==> src/hdl/agbr_pkg.sv <==
// Package for the adjoint graph check and rebuild unit.
// Types, codes and constants shared by the controller, datapath and top level.
`timescale 1ns / 1ps
package agbr_pkg;

  localparam int MAX_VERTICES_DEF = 32;
  localparam int VCNT_W           = 6;
  localparam int IDX_W            = 5;
  localparam int LBL_W            = 7;
  localparam int LABEL_SLOTS      = 65;
  localparam int S_DATA_W         = 16;
  localparam int M_DATA_W         = 32;
  localparam logic [VCNT_W-1:0] VCNT_RESET = 6'd32;

  typedef enum logic [1:0] {
    REQ_CLEAR = 2'd0,
    REQ_ARC   = 2'd1,
    REQ_EVAL  = 2'd2
  } req_e;

  typedef enum logic [1:0] {
    VERDICT_NONE = 2'd0,
    VERDICT_ADJ  = 2'd1,
    VERDICT_LINE = 2'd2
  } verdict_e;

  typedef enum logic [3:0] {
    ST_IDLE,
    ST_ARC_RD,
    ST_ARC_WR,
    ST_ADJ_RDA,
    ST_ADJ_LATA,
    ST_ADJ_SCAN,
    ST_ADJ_DONE,
    ST_LBL_RD,
    ST_LBL_UPD,
    ST_CNT,
    ST_EMIT,
    ST_EMIT_FAIL
  } state_e;

  typedef struct packed {
    logic clear_graph;
    logic arc_latch;
    logic use_arc;
    logic rd_en;
    logic arc_write;
    logic eval_init;
    logic latch_a;
    logic cmp_en;
    logic lbl_upd;
    logic cnt_en;
    logic cnt_side;
    logic out_load;
    logic out_fail;
    logic out_last;
  } cmd_t;

  typedef struct packed {
    logic arc_ok;
    logic eval_ok;
    logic out_free;
  } stat_t;

endpackage

==> src/hdl/adjoint_graph_check_and_rebuild_unit.sv <==
// Adjoint graph check and rebuild unit, top level. Clear and unused codes are handled in idle;
// arc load reads the rows, then writes if the arc is in range. Evaluate: row-pair scan, decision,
// labelling, counting, then N words at one per cycle when the sink is ready.
// A new word is taken while the previous result word waits. Reset is asynchronous, active
// low: empty graph, flag clear, vertex_count 32; no clearing pass is needed.
`timescale 1ns / 1ps
module adjoint_graph_check_and_rebuild_unit #(
  parameter int MAX_VERTICES = agbr_pkg::MAX_VERTICES_DEF
) (
  input  logic                              clk_i,
  input  logic                              rst_ni,
  input  logic                              cfg_we_i,
  input  logic [agbr_pkg::VCNT_W-1:0]       cfg_wdata_i,
  input  logic                              s_axis_tvalid,
  output logic                              s_axis_tready,
  input  logic [agbr_pkg::S_DATA_W-1:0]     s_axis_tdata,  // arc_source, arc_target
  input  logic [1:0]                        s_axis_tuser,  // req_type
  output logic                              m_axis_tvalid,
  input  logic                              m_axis_tready,
  // original_vertex_count, arc_index, arc_tail, arc_head
  output logic [agbr_pkg::M_DATA_W-1:0]     m_axis_tdata,
  output logic [1:0]                        m_axis_tuser,  // verdict
  output logic                              m_axis_tlast
);
  import agbr_pkg::*;

  localparam int IW = $clog2(MAX_VERTICES);

  cmd_t             cmd;
  stat_t            stat;
  logic [IW-1:0]    addr;
  logic [IW:0]      n;
  logic [LBL_W-1:0] count, tail, head;
  logic [IDX_W-1:0] index;

  agbr_ctrl #(.MAX_VERTICES(MAX_VERTICES)) u_ctrl (
    .clk_i      (clk_i),
    .rst_ni     (rst_ni),
    .in_valid_i (s_axis_tvalid),
    .in_req_i   (s_axis_tuser),
    .in_ready_o (s_axis_tready),
    .n_i        (n),
    .stat_i     (stat),
    .cmd_o      (cmd),
    .addr_o     (addr)
  );

  agbr_dpath #(.MAX_VERTICES(MAX_VERTICES)) u_dpath (
    .clk_i         (clk_i),
    .rst_ni        (rst_ni),
    .cfg_we_i      (cfg_we_i),
    .cfg_wdata_i   (cfg_wdata_i),
    .in_src_i      (s_axis_tdata[4:0]),
    .in_dst_i      (s_axis_tdata[9:5]),
    .cmd_i         (cmd),
    .addr_i        (addr),
    .stat_o        (stat),
    .n_o           (n),
    .out_ready_i   (m_axis_tready),
    .out_valid_o   (m_axis_tvalid),
    .out_verdict_o (m_axis_tuser),
    .out_count_o   (count),
    .out_index_o   (index),
    .out_tail_o    (tail),
    .out_head_o    (head),
    .out_last_o    (m_axis_tlast)
  );

  assign m_axis_tdata = {6'd0, head, tail, index, count};

  // a failed check gives one all-zero last word
  assert property (@(posedge clk_i) disable iff (!rst_ni)
    m_axis_tvalid && (m_axis_tuser == VERDICT_NONE) |-> m_axis_tlast && (m_axis_tdata == '0))
    else $error("failed verdict word is not a lone zero word");

  // no new request while an evaluation is still streaming words
  assert property (@(posedge clk_i) disable iff (!rst_ni)
    m_axis_tvalid && !m_axis_tlast |-> !s_axis_tready)
    else $error("input taken during result stream");

  // every vertex of an adjoint graph carries both labels
  assert property (@(posedge clk_i) disable iff (!rst_ni)
    m_axis_tvalid && (m_axis_tuser != VERDICT_NONE) |->
      (m_axis_tdata[18:12] != '0) && (m_axis_tdata[25:19] != '0))
    else $error("unlabelled arc in adjoint result");

endmodule

==> src/hdl/agbr_ram.sv <==
// Generic single-write, single-read RAM with registered read data.
// No dependencies.
`timescale 1ns / 1ps
module agbr_ram #(
  parameter int WIDTH = 32,
  parameter int DEPTH = 32
) (
  input  logic                     clk_i,
  input  logic                     we_i,
  input  logic [$clog2(DEPTH)-1:0] waddr_i,
  input  logic [WIDTH-1:0]         wdata_i,
  input  logic                     re_i,
  input  logic [$clog2(DEPTH)-1:0] raddr_i,
  output logic [WIDTH-1:0]         rdata_o
);

  logic [WIDTH-1:0] mem_q [DEPTH];
  logic [WIDTH-1:0] rdata_q;

  always_ff @(posedge clk_i) begin
    if (we_i) begin
      mem_q[waddr_i] <= wdata_i;
    end
    if (re_i) begin
      rdata_q <= mem_q[raddr_i];
    end
  end

  assign rdata_o = rdata_q;

endmodule

==> src/hdl/agbr_ctrl.sv <==
// Sequencer for the adjoint graph check and rebuild unit.
// Depends on agbr_pkg; drives the datapath through cmd_t, reads stat_t.
`timescale 1ns / 1ps
module agbr_ctrl #(
  parameter int MAX_VERTICES = agbr_pkg::MAX_VERTICES_DEF
) (
  input  logic                          clk_i,
  input  logic                          rst_ni,
  input  logic                          in_valid_i,
  input  logic [1:0]                    in_req_i,
  output logic                          in_ready_o,
  input  logic [$clog2(MAX_VERTICES):0] n_i,
  input  agbr_pkg::stat_t               stat_i,
  output agbr_pkg::cmd_t                cmd_o,
  output logic [$clog2(MAX_VERTICES)-1:0] addr_o
);
  import agbr_pkg::*;

  localparam int IW = $clog2(MAX_VERTICES);

  state_e         state_q, state_d;
  logic [IW-1:0]  a_q, a_d, b_q, b_d;
  logic           side_q, side_d;
  logic [IW-1:0]  nm1;
  logic           accept;

  assign nm1    = IW'(n_i - 1'b1);
  assign accept = in_valid_i && (state_q == ST_IDLE);

  // next state and counters
  always_comb begin
    state_d = state_q;
    a_d     = a_q;
    b_d     = b_q;
    side_d  = side_q;
    unique case (state_q)
      ST_IDLE: begin
        if (in_valid_i) begin
          case (in_req_i)
            REQ_ARC: state_d = ST_ARC_RD;
            REQ_EVAL: begin
              a_d     = '0;
              state_d = (nm1 == '0) ? ST_ADJ_DONE : ST_ADJ_RDA;
            end
            default: state_d = ST_IDLE;
          endcase
        end
      end
      ST_ARC_RD:   state_d = stat_i.arc_ok ? ST_ARC_WR : ST_IDLE;
      ST_ARC_WR:   state_d = ST_IDLE;
      ST_ADJ_RDA:  state_d = ST_ADJ_LATA;
      ST_ADJ_LATA: begin
        b_d     = a_q + 1'b1;
        state_d = ST_ADJ_SCAN;
      end
      ST_ADJ_SCAN: begin
        if (b_q == nm1) begin
          if (a_q + 1'b1 == nm1) begin
            state_d = ST_ADJ_DONE;
          end else begin
            a_d     = a_q + 1'b1;
            state_d = ST_ADJ_RDA;
          end
        end else begin
          b_d = b_q + 1'b1;
        end
      end
      ST_ADJ_DONE: begin
        a_d     = '0;
        state_d = stat_i.eval_ok ? ST_LBL_RD : ST_EMIT_FAIL;
      end
      ST_LBL_RD:  state_d = ST_LBL_UPD;
      ST_LBL_UPD: begin
        if (a_q == nm1) begin
          a_d     = '0;
          side_d  = 1'b0;
          state_d = ST_CNT;
        end else begin
          a_d     = a_q + 1'b1;
          state_d = ST_LBL_RD;
        end
      end
      ST_CNT: begin
        side_d = ~side_q;
        if (side_q) begin
          if (a_q == nm1) begin
            a_d     = '0;
            state_d = ST_EMIT;
          end else begin
            a_d = a_q + 1'b1;
          end
        end
      end
      ST_EMIT: begin
        if (stat_i.out_free) begin
          if (a_q == nm1) begin
            state_d = ST_IDLE;
          end else begin
            a_d = a_q + 1'b1;
          end
        end
      end
      ST_EMIT_FAIL: begin
        if (stat_i.out_free) state_d = ST_IDLE;
      end
      default: state_d = ST_IDLE;
    endcase
  end

  // command outputs
  always_comb begin
    cmd_o  = '0;
    addr_o = a_q;
    unique case (state_q)
      ST_IDLE: begin
        cmd_o.arc_latch   = accept;
        cmd_o.clear_graph = accept && (in_req_i == REQ_CLEAR);
        cmd_o.eval_init   = accept && (in_req_i == REQ_EVAL);
      end
      ST_ARC_RD: begin
        cmd_o.use_arc = 1'b1;
        cmd_o.rd_en   = stat_i.arc_ok;
      end
      ST_ARC_WR: begin
        cmd_o.use_arc   = 1'b1;
        cmd_o.arc_write = 1'b1;
      end
      ST_ADJ_RDA:  cmd_o.rd_en = 1'b1;
      ST_ADJ_LATA: begin
        cmd_o.latch_a = 1'b1;
        cmd_o.rd_en   = 1'b1;
        addr_o        = a_q + 1'b1;
      end
      ST_ADJ_SCAN: begin
        // data on the read port belongs to row b_q
        cmd_o.cmp_en = 1'b1;
        cmd_o.rd_en  = (b_q != nm1);
        addr_o       = b_q + 1'b1;
      end
      ST_ADJ_DONE: ;
      ST_LBL_RD:   cmd_o.rd_en   = 1'b1;
      ST_LBL_UPD:  cmd_o.lbl_upd = 1'b1;
      ST_CNT: begin
        cmd_o.cnt_en   = 1'b1;
        cmd_o.cnt_side = side_q;
      end
      ST_EMIT: begin
        cmd_o.out_load = stat_i.out_free;
        cmd_o.out_last = (a_q == nm1);
      end
      ST_EMIT_FAIL: begin
        cmd_o.out_load = stat_i.out_free;
        cmd_o.out_fail = 1'b1;
        cmd_o.out_last = 1'b1;
      end
      default: ;
    endcase
  end

  assign in_ready_o = (state_q == ST_IDLE);

  always_ff @(posedge clk_i or negedge rst_ni) begin
    if (!rst_ni) begin
      state_q <= ST_IDLE;
      a_q     <= '0;
      b_q     <= '0;
      side_q  <= 1'b0;
    end else begin
      state_q <= state_d;
      a_q     <= a_d;
      b_q     <= b_d;
      side_q  <= side_d;
    end
  end

endmodule

==> src/hdl/agbr_dpath.sv <==
// Datapath: adjacency row and column RAMs, pair compare, labels, label count,
// output word register. Depends on agbr_pkg and agbr_ram.
`timescale 1ns / 1ps
module agbr_dpath #(
  parameter int MAX_VERTICES = agbr_pkg::MAX_VERTICES_DEF
) (
  input  logic                            clk_i,
  input  logic                            rst_ni,
  input  logic                            cfg_we_i,
  input  logic [agbr_pkg::VCNT_W-1:0]     cfg_wdata_i,
  input  logic [agbr_pkg::IDX_W-1:0]      in_src_i,
  input  logic [agbr_pkg::IDX_W-1:0]      in_dst_i,
  input  agbr_pkg::cmd_t                  cmd_i,
  input  logic [$clog2(MAX_VERTICES)-1:0] addr_i,
  output agbr_pkg::stat_t                 stat_o,
  output logic [$clog2(MAX_VERTICES):0]   n_o,
  input  logic                            out_ready_i,
  output logic                            out_valid_o,
  output logic [1:0]                      out_verdict_o,
  output logic [agbr_pkg::LBL_W-1:0]      out_count_o,
  output logic [agbr_pkg::IDX_W-1:0]      out_index_o,
  output logic [agbr_pkg::LBL_W-1:0]      out_tail_o,
  output logic [agbr_pkg::LBL_W-1:0]      out_head_o,
  output logic                            out_last_o
);
  import agbr_pkg::*;

  localparam int IW = $clog2(MAX_VERTICES);
  localparam int NW = IW + 1;
  localparam int SW = $clog2(LABEL_SLOTS);

  logic [VCNT_W-1:0]       vcnt_q;
  logic [VCNT_W-1:0]       n_clamp;
  logic [NW-1:0]           n;
  logic [MAX_VERTICES-1:0] nmask;

  logic [IDX_W-1:0]        src_q, dst_q;
  logic [IW-1:0]           src_idx, dst_idx;

  logic [MAX_VERTICES-1:0] row_vld_q, col_vld_q;
  logic                    row_rvld_q, col_rvld_q;
  logic [MAX_VERTICES-1:0] row_raw, col_raw, row_rd, col_rd;
  logic [IW-1:0]           row_raddr, col_raddr;
  logic                    arc_dup, do_write;
  logic [MAX_VERTICES-1:0] row_wdata, col_wdata;

  logic                    multi_q, adj_ok_q, line_ok_q;
  logic [MAX_VERTICES-1:0] ra_q, ca_q;
  logic                    share_succ;

  logic [LBL_W-1:0]        tail_q [MAX_VERTICES];
  logic [LBL_W-1:0]        head_q [MAX_VERTICES];
  logic [LBL_W-1:0]        next_q;
  logic [LBL_W-1:0]        lt, lh, t_new, h_new, h_fin, next1, next2;

  logic [LABEL_SLOTS-1:0]  seen_q;
  logic [LBL_W-1:0]        count_q;
  logic [LBL_W-1:0]        cnt_v;
  logic [SW-1:0]           cnt_slot;
  logic                    cnt_hit;

  logic                    out_valid_q;

  // effective vertex count
  always_comb begin
    if (vcnt_q == '0) begin
      n_clamp = VCNT_W'(1);
    end else if (vcnt_q > VCNT_W'(MAX_VERTICES)) begin
      n_clamp = VCNT_W'(MAX_VERTICES);
    end else begin
      n_clamp = vcnt_q;
    end
  end
  assign n   = NW'(n_clamp);
  assign n_o = n;

  always_comb begin
    for (int i = 0; i < MAX_VERTICES; i++) begin
      nmask[i] = (VCNT_W'(i) < n_clamp);
    end
  end

  assign src_idx = src_q[IW-1:0];
  assign dst_idx = dst_q[IW-1:0];

  assign stat_o.arc_ok   = (VCNT_W'(src_q) < n_clamp) && (VCNT_W'(dst_q) < n_clamp);
  assign stat_o.eval_ok  = !multi_q && adj_ok_q;
  assign stat_o.out_free = !out_valid_q || out_ready_i;

  // adjacency: rows hold successors, columns hold predecessors
  assign row_raddr = cmd_i.use_arc ? src_idx : addr_i;
  assign col_raddr = cmd_i.use_arc ? dst_idx : addr_i;
  assign row_rd    = row_raw & {MAX_VERTICES{row_rvld_q}};
  assign col_rd    = col_raw & {MAX_VERTICES{col_rvld_q}};
  assign arc_dup   = row_rd[dst_idx];
  assign do_write  = cmd_i.arc_write && !arc_dup;
  assign row_wdata = row_rd | (MAX_VERTICES'(1) << dst_idx);
  assign col_wdata = col_rd | (MAX_VERTICES'(1) << src_idx);

  agbr_ram #(.WIDTH(MAX_VERTICES), .DEPTH(MAX_VERTICES)) u_row_ram (
    .clk_i   (clk_i),
    .we_i    (do_write),
    .waddr_i (src_idx),
    .wdata_i (row_wdata),
    .re_i    (cmd_i.rd_en),
    .raddr_i (row_raddr),
    .rdata_o (row_raw)
  );

  agbr_ram #(.WIDTH(MAX_VERTICES), .DEPTH(MAX_VERTICES)) u_col_ram (
    .clk_i   (clk_i),
    .we_i    (do_write),
    .waddr_i (dst_idx),
    .wdata_i (col_wdata),
    .re_i    (cmd_i.rd_en),
    .raddr_i (col_raddr),
    .rdata_o (col_raw)
  );

  assign share_succ = |(ra_q & row_rd & nmask);

  // labelling step for vertex addr_i
  assign lt    = tail_q[addr_i];
  assign lh    = head_q[addr_i];
  assign t_new = (lt == '0) ? next_q : lt;
  assign next1 = (lt == '0) ? next_q + 1'b1 : next_q;
  assign h_new = (lh == '0) ? next1 : lh;
  assign next2 = (lh == '0) ? next1 + 1'b1 : next1;
  // a self loop ties the head to the tail before successors are touched
  assign h_fin = col_rd[addr_i] ? t_new : h_new;

  assign cnt_v    = cmd_i.cnt_side ? head_q[addr_i] : tail_q[addr_i];
  assign cnt_slot = SW'(cnt_v);
  assign cnt_hit  = (cnt_v != '0) && (cnt_v < LBL_W'(LABEL_SLOTS)) && !seen_q[cnt_slot];

  always_ff @(posedge clk_i or negedge rst_ni) begin
    if (!rst_ni) begin
      vcnt_q      <= VCNT_RESET;
      row_vld_q   <= '0;
      col_vld_q   <= '0;
      row_rvld_q  <= 1'b0;
      col_rvld_q  <= 1'b0;
      multi_q     <= 1'b0;
      adj_ok_q    <= 1'b1;
      line_ok_q   <= 1'b1;
      next_q      <= LBL_W'(1);
      seen_q      <= '0;
      count_q     <= '0;
      out_valid_q <= 1'b0;
      for (int i = 0; i < MAX_VERTICES; i++) begin
        tail_q[i] <= '0;
        head_q[i] <= '0;
      end
    end else begin
      if (cfg_we_i) vcnt_q <= cfg_wdata_i;
      if (cmd_i.rd_en) begin
        row_rvld_q <= row_vld_q[row_raddr];
        col_rvld_q <= col_vld_q[col_raddr];
      end
      if (cmd_i.clear_graph) begin
        row_vld_q <= '0;
        col_vld_q <= '0;
        multi_q   <= 1'b0;
      end
      if (cmd_i.arc_write) begin
        if (arc_dup) begin
          multi_q <= 1'b1;
        end else begin
          row_vld_q[src_idx] <= 1'b1;
          col_vld_q[dst_idx] <= 1'b1;
        end
      end
      if (cmd_i.eval_init) begin
        adj_ok_q  <= 1'b1;
        line_ok_q <= 1'b1;
        next_q    <= LBL_W'(1);
        seen_q    <= '0;
        count_q   <= '0;
        for (int i = 0; i < MAX_VERTICES; i++) begin
          tail_q[i] <= '0;
          head_q[i] <= '0;
        end
      end
      if (cmd_i.cmp_en && share_succ) begin
        if (|((ra_q ^ row_rd) & nmask)) adj_ok_q <= 1'b0;
        if (|(ca_q & col_rd & nmask))   line_ok_q <= 1'b0;
      end
      if (cmd_i.lbl_upd) begin
        next_q <= next2;
        for (int i = 0; i < MAX_VERTICES; i++) begin
          if (col_rd[i] && nmask[i]) begin
            head_q[i] <= t_new;
          end else if (IW'(i) == addr_i) begin
            head_q[i] <= h_new;
          end
          if (row_rd[i] && nmask[i]) begin
            tail_q[i] <= h_fin;
          end else if (IW'(i) == addr_i) begin
            tail_q[i] <= t_new;
          end
        end
      end
      if (cmd_i.cnt_en && cnt_hit) begin
        seen_q[cnt_slot] <= 1'b1;
        count_q          <= count_q + 1'b1;
      end
      if (cmd_i.out_load) begin
        out_valid_q <= 1'b1;
      end else if (out_ready_i) begin
        out_valid_q <= 1'b0;
      end
    end
  end

  // payload registers
  always_ff @(posedge clk_i) begin
    if (cmd_i.latch_a) begin
      ra_q <= row_rd & nmask;
      ca_q <= col_rd & nmask;
    end
    if (cmd_i.arc_latch) begin
      src_q <= in_src_i;
      dst_q <= in_dst_i;
    end
    if (cmd_i.out_load) begin
      out_last_o <= cmd_i.out_last;
      if (cmd_i.out_fail) begin
        out_verdict_o <= VERDICT_NONE;
        out_count_o   <= '0;
        out_index_o   <= '0;
        out_tail_o    <= '0;
        out_head_o    <= '0;
      end else begin
        out_verdict_o <= line_ok_q ? VERDICT_LINE : VERDICT_ADJ;
        out_count_o   <= count_q;
        out_index_o   <= IDX_W'(addr_i);
        out_tail_o    <= tail_q[addr_i];
        out_head_o    <= head_q[addr_i];
      end
    end
  end

  assign out_valid_o = out_valid_q;

endmodule

==> config.mk <==
export PLATFORM = sky130hd
export DESIGN_NAME = adjoint_graph_check_and_rebuild_unit
export DESIGN_NICKNAME = d
export VERILOG_FILES = /design/src/hdl/agbr_pkg.sv /design/src/hdl/adjoint_graph_check_and_rebuild_unit.sv /design/src/hdl/agbr_ram.sv /design/src/hdl/agbr_ctrl.sv /design/src/hdl/agbr_dpath.sv
export SDC_FILE = /design/constraint.sdc
export NUM_CORES = 2
export LEC_CHECK = 0
export ABC_AREA = 1
export BUFFER_PORTS_ARGS = -buffer_cell sky130_fd_sc_hd__buf_2
export CAP_MARGIN = 20
export CORE_UTILIZATION = 31
export CTS_CLUSTER_SIZE = 8
export DETAILED_ROUTE_END_ITERATION = 7
export PLACE_DENSITY = 0.5
export SLEW_MARGIN = 30
export SYNTH_ARGS = -nofsm -noshare
export SYNTH_HDL_FRONTEND = slang
export SYNTH_SLANG_ARGS = --single-unit
==> constraint.sdc <==
create_clock -name clk_i -period 5.04 [get_ports clk_i]
set_clock_uncertainty 0.2 [all_clocks]
set_input_delay 0.504 -clock clk_i [delete_from_list [all_inputs] [get_ports clk_i]]
set_output_delay 0.504 -clock clk_i [all_outputs]
set_load 0.05 [all_outputs]
==> results.yml <==
run_status:
  outcome: "finished, final reports clean"
global_routing:
  antenna_found_initial: 14
  grt_pass1_wl_mm: 700
  track_usage_pct: 22.3
  first_global_vias: 96000
  grt_max_degree: 191
  grt-ovfl-total: 0
placement:
  placed_cell_area_sq_mm: 0.142
  dpl_worst_slack_ns: 0.156
  gp_congestion: 0.905
  io_buffers: 53
  hpwl_mm: 287
cells_and_area:
  area_delta_synth_final_pct: 18.2
  drive_above_1_share_pct: 11.5
  fin_area_sq_mm: 0.154
  final_nets: 13100
sta:
  hold_viol: 0
  setup_tns_ns: 0
  timing.final.ws_setup_ns: 0.142
  drv_slew: 0
  period_needed_ns: 4.90
  fin_crit_sh_pct: 97.2
  worst_pin_slew_ns: 1.20
  fin_hold_ws_ns: 0.0297
  max_freq_ghz: 0.204
  slew_headroom_pct: 20.1
  setup_viol_count_final: 0
detailed_routing:
  drt_first_pass_iters: 7
  wl_met3_mm: 36.3
  drtIter0Drc: 12300
  routed_wl_mm: 490
  ant_nets: 0
  drc: 0
  wl_met1_mm: 211
  met2_length_mm: 221
  vias_per_cell: 5.49
  vias: 103000
  top_layer_used: "met5"
  avgRoutedWirePerCell_um: 26.1
worst_setup_path:
  critical_path_class: "flop to flop"
  critPathLaunchType: "flop"
  cp.required_ns: 5.67
  path_max_fanout: 54
  crit_path_top_delay_cell: "a21oi_4"
  cp_cell_sequence: "inv_2 > nor2_1 > inv_1 > nor2_1 > nor2_1 > inv_1 > nor2_1 > a21oi_4 > buf_12 > buf_12 > buf_4 > o21ai_0 > o21bai_1 > o311ai_0 > a31oi_1 > a31oi_1 > buf_4"
  cp_top_family: "buffers and inverters"
  max_stage_delay_ns: 0.51
  arrival_ns: 5.53
  crit_path_end_kind: "flop"
  crit_path_frequent_cell: "nor2_1"
  cp_num_buf_inv: 7
clock_network:
  clk_pin_slew_ns: 0.05
  clock_latency_ns: 1.02
  root_buffer: "clkbuf_16"
  cts_tree: "done"
  cts_buffers: 395
  clk_path_buf_depth: 4
  cts_num_sinks: 2833
  cts_htree_levels: 5
power:
  powerDensity_mw_per_mm2: 760
  vdd_drop_max_mv: 1.15
  swShare_pct: 45.5
  p_int_mw: 63.7
  p_comb_share_pct: 50.9
  p_leak_nw: 56.6
  switchingPower_mw: 53.2
  p_seq_share_pct: 28.0
  total_power_mw: 117
  p_clk_share_pct: 21.1
synthesis:
  ys_seq_elements: 2833
  ys_seq_area_share_pct: 63.0
  async_reset_ff_share_pct: 21.8
  synth_area_sq_mm: 0.130
  yosysUniqueCellTypes: 62
  synth_top_cell_by_area: "edfxtp_1"
  synth_edf_count: 2215
  synth_area_leaders: "edfxtp_1 (51%), dfrtp_1 (12%), nand2_1 (7.4%)"
  synth-main-ff-cell: "edfxtp_1"
  syn_inst: 12800
  ys_warn_count: 0
  avgSynthCellArea_sq_um: 10.2
  synth.top_cell.area_share_pct: 51.1
min_path:
  hp-class: "primary input to flop"
floorplan:
  dieArea_sq_mm: 0.423
  die_y_um: 650
  start_util_pct: 31.2
  core_region_area_sq_mm: 0.417
  die-width_um: 650
  rows: 237
  io_pins: 66
flow_run:
  cap_violations: 0
power groups by stage:
stage	Clock (mW)	Combinational, mW	Sequential [mW]
2_1_floorplan	0	30.7	32.6
3_3_place_gp	0	58.2	33.1
3_5_place_dp	0	58.4	33.1
4_1_cts	25.1	58.5	32.7
5_1_grt	25.9	63.3	32.9
6_report	24.7	59.5	32.7
layout by cell type (no fill, tap or decap), drive strengths merged, types with 156 or more instances in the layout:
cell type and n:
o211ai 185, a31oi 247, o311ai 357, buf 787
a21oi 559, o21ai 1312, clkbuf 515, o32ai 156
edfxtp 2215, o21bai 341, nor2 1804, nand2 2582
nand3 498, dfrtp 614, inv 484
area by class of cell:
type	instances	area, sq um
timing repair buffer	817	8710
inverter	488	1880
antenna	37	92.6
clock inverter	28	616
sequential	2833	82000
fill	41000	263000
tap	5497	6880
multi-input combinational	8513	43200
clock buffer	515	10400
cells in the mapped netlist, types with 10 or more instances:
library cell,instances
xor2_1,16
o21ai_2,62
nand4_1,65
a22oi_1,95
buf_2,102
ha_1,51
nand2_1,2561
buf_4,22
o21ai_1,38
o22ai_1,41
nand3_1,487
a22o_1,10
nor3_1,87
a31oi_1,247
o21ai_0,1210
o311ai_0,349
o32ai_1,156
inv_2,19
o211a_1,28
nand2_2,16
a311oi_1,29
o21bai_1,341
clkbuf_1,798
edfxtp_1,2215
inv_1,459
dfrtp_1,614
a21oi_1,557
nor2_1,1788
o211ai_1,185
buf_1,47
buf_6,14
path summary, 6_finish.rpt:
kind	from	end	slack [ns]	cells after the start
max	u_ctrl.state_q[1]$_DFFE_PN0P_	u_dpath.u_row_ram.rdata_o[1]$_DFFE_PP_	0.14	17
min	s_axis_tuser[0]	u_ctrl.state_q[0]$_DFFE_PN0P_	0.03	5
max reg2reg	u_ctrl.state_q[1]$_DFFE_PN0P_	u_dpath.u_row_ram.rdata_o[1]$_DFFE_PP_	0.14	17
min reg2reg	u_dpath.seen_q[4]$_DFF_PN0_	u_dpath.seen_q[4]$_DFF_PN0_	0.28	2
max in group asynchronous	rst_ni	u_dpath.head_q[74]$_DFF_PN0_	2.57	4
min in group asynchronous	rst_ni	u_dpath.tail_q[88]$_DFF_PN0_	0.49	3
cells by family after synthesis:
| group | synth area share, % |
|---|---|
| flip-flops | 63.0 |
| AND/OR/NAND/NOR | 15.4 |
| adder cells (fa/ha/maj) | 0.490 |
| buffers and inverters | 4.49 |
| other | 0.00288 |
| AO/OA/AOI/OAI | 16.5 |
| XOR/XNOR | 0.128 |
what timing repair did:
item / 4_1_cts / 5_1_grt
endpoints found under the setup margin: 0 / 450
setup buffers: 0 / 10
hold endpoints to repair: 178 / 0
hold buffers: 30 / 0
gates resized for setup: 0 / 9
state kept, by name, summed over array words and instances, names as in the netlist, 32 cells and up:
name	cells
u_dpath.tail_q	224
u_dpath.col_vld_q	32
u_dpath.u_row_ram.rdata_o	32
u_dpath.u_row_ram.mem_q	1024
u_dpath.seen_q	65
u_dpath.u_col_ram.rdata_o	32
u_dpath.head_q	224
u_dpath.row_vld_q	32
u_dpath.u_col_ram.mem_q	1024
u_dpath.ra_q	32
u_dpath.ca_q	32
layer usage:
| layer | vias up | track usage, % |
|---|---|---|
| met5 | - | 0 |
| met4 | 2 | 9.01 |
| met3 | 911 | 3.36 |
| met2 | 4320 | 34.8 |
| met1 | 51600 | 31.1 |
| li1 | 46100 | - |
worst register-to-register path, cell delays in order (launching register included):
cell and delay [ns]:
dfrtp_1 0.45, inv_2 0.10, nor2_1 0.19, inv_1 0.11, nor2_1 0.40, nor2_1 0.11, inv_1 0.46, nor2_1 0.31
a21oi_4 0.52, buf_12 0.26, buf_12 0.25, buf_4 0.36, o21ai_0 0.13, o21bai_1 0.17, o311ai_0 0.13, a31oi_1 0.23
a31oi_1 0.24, buf_4 0.17
through the flow:
stage               instances  util, %
CTS                     18700     36.8
global route            18700     36.9
floorplan               12800        -
finish                  18700     36.9
global placement        18100     34.1
detailed placement      18100     34.1
No activity file was read; power rests on OpenSTA's default activity.
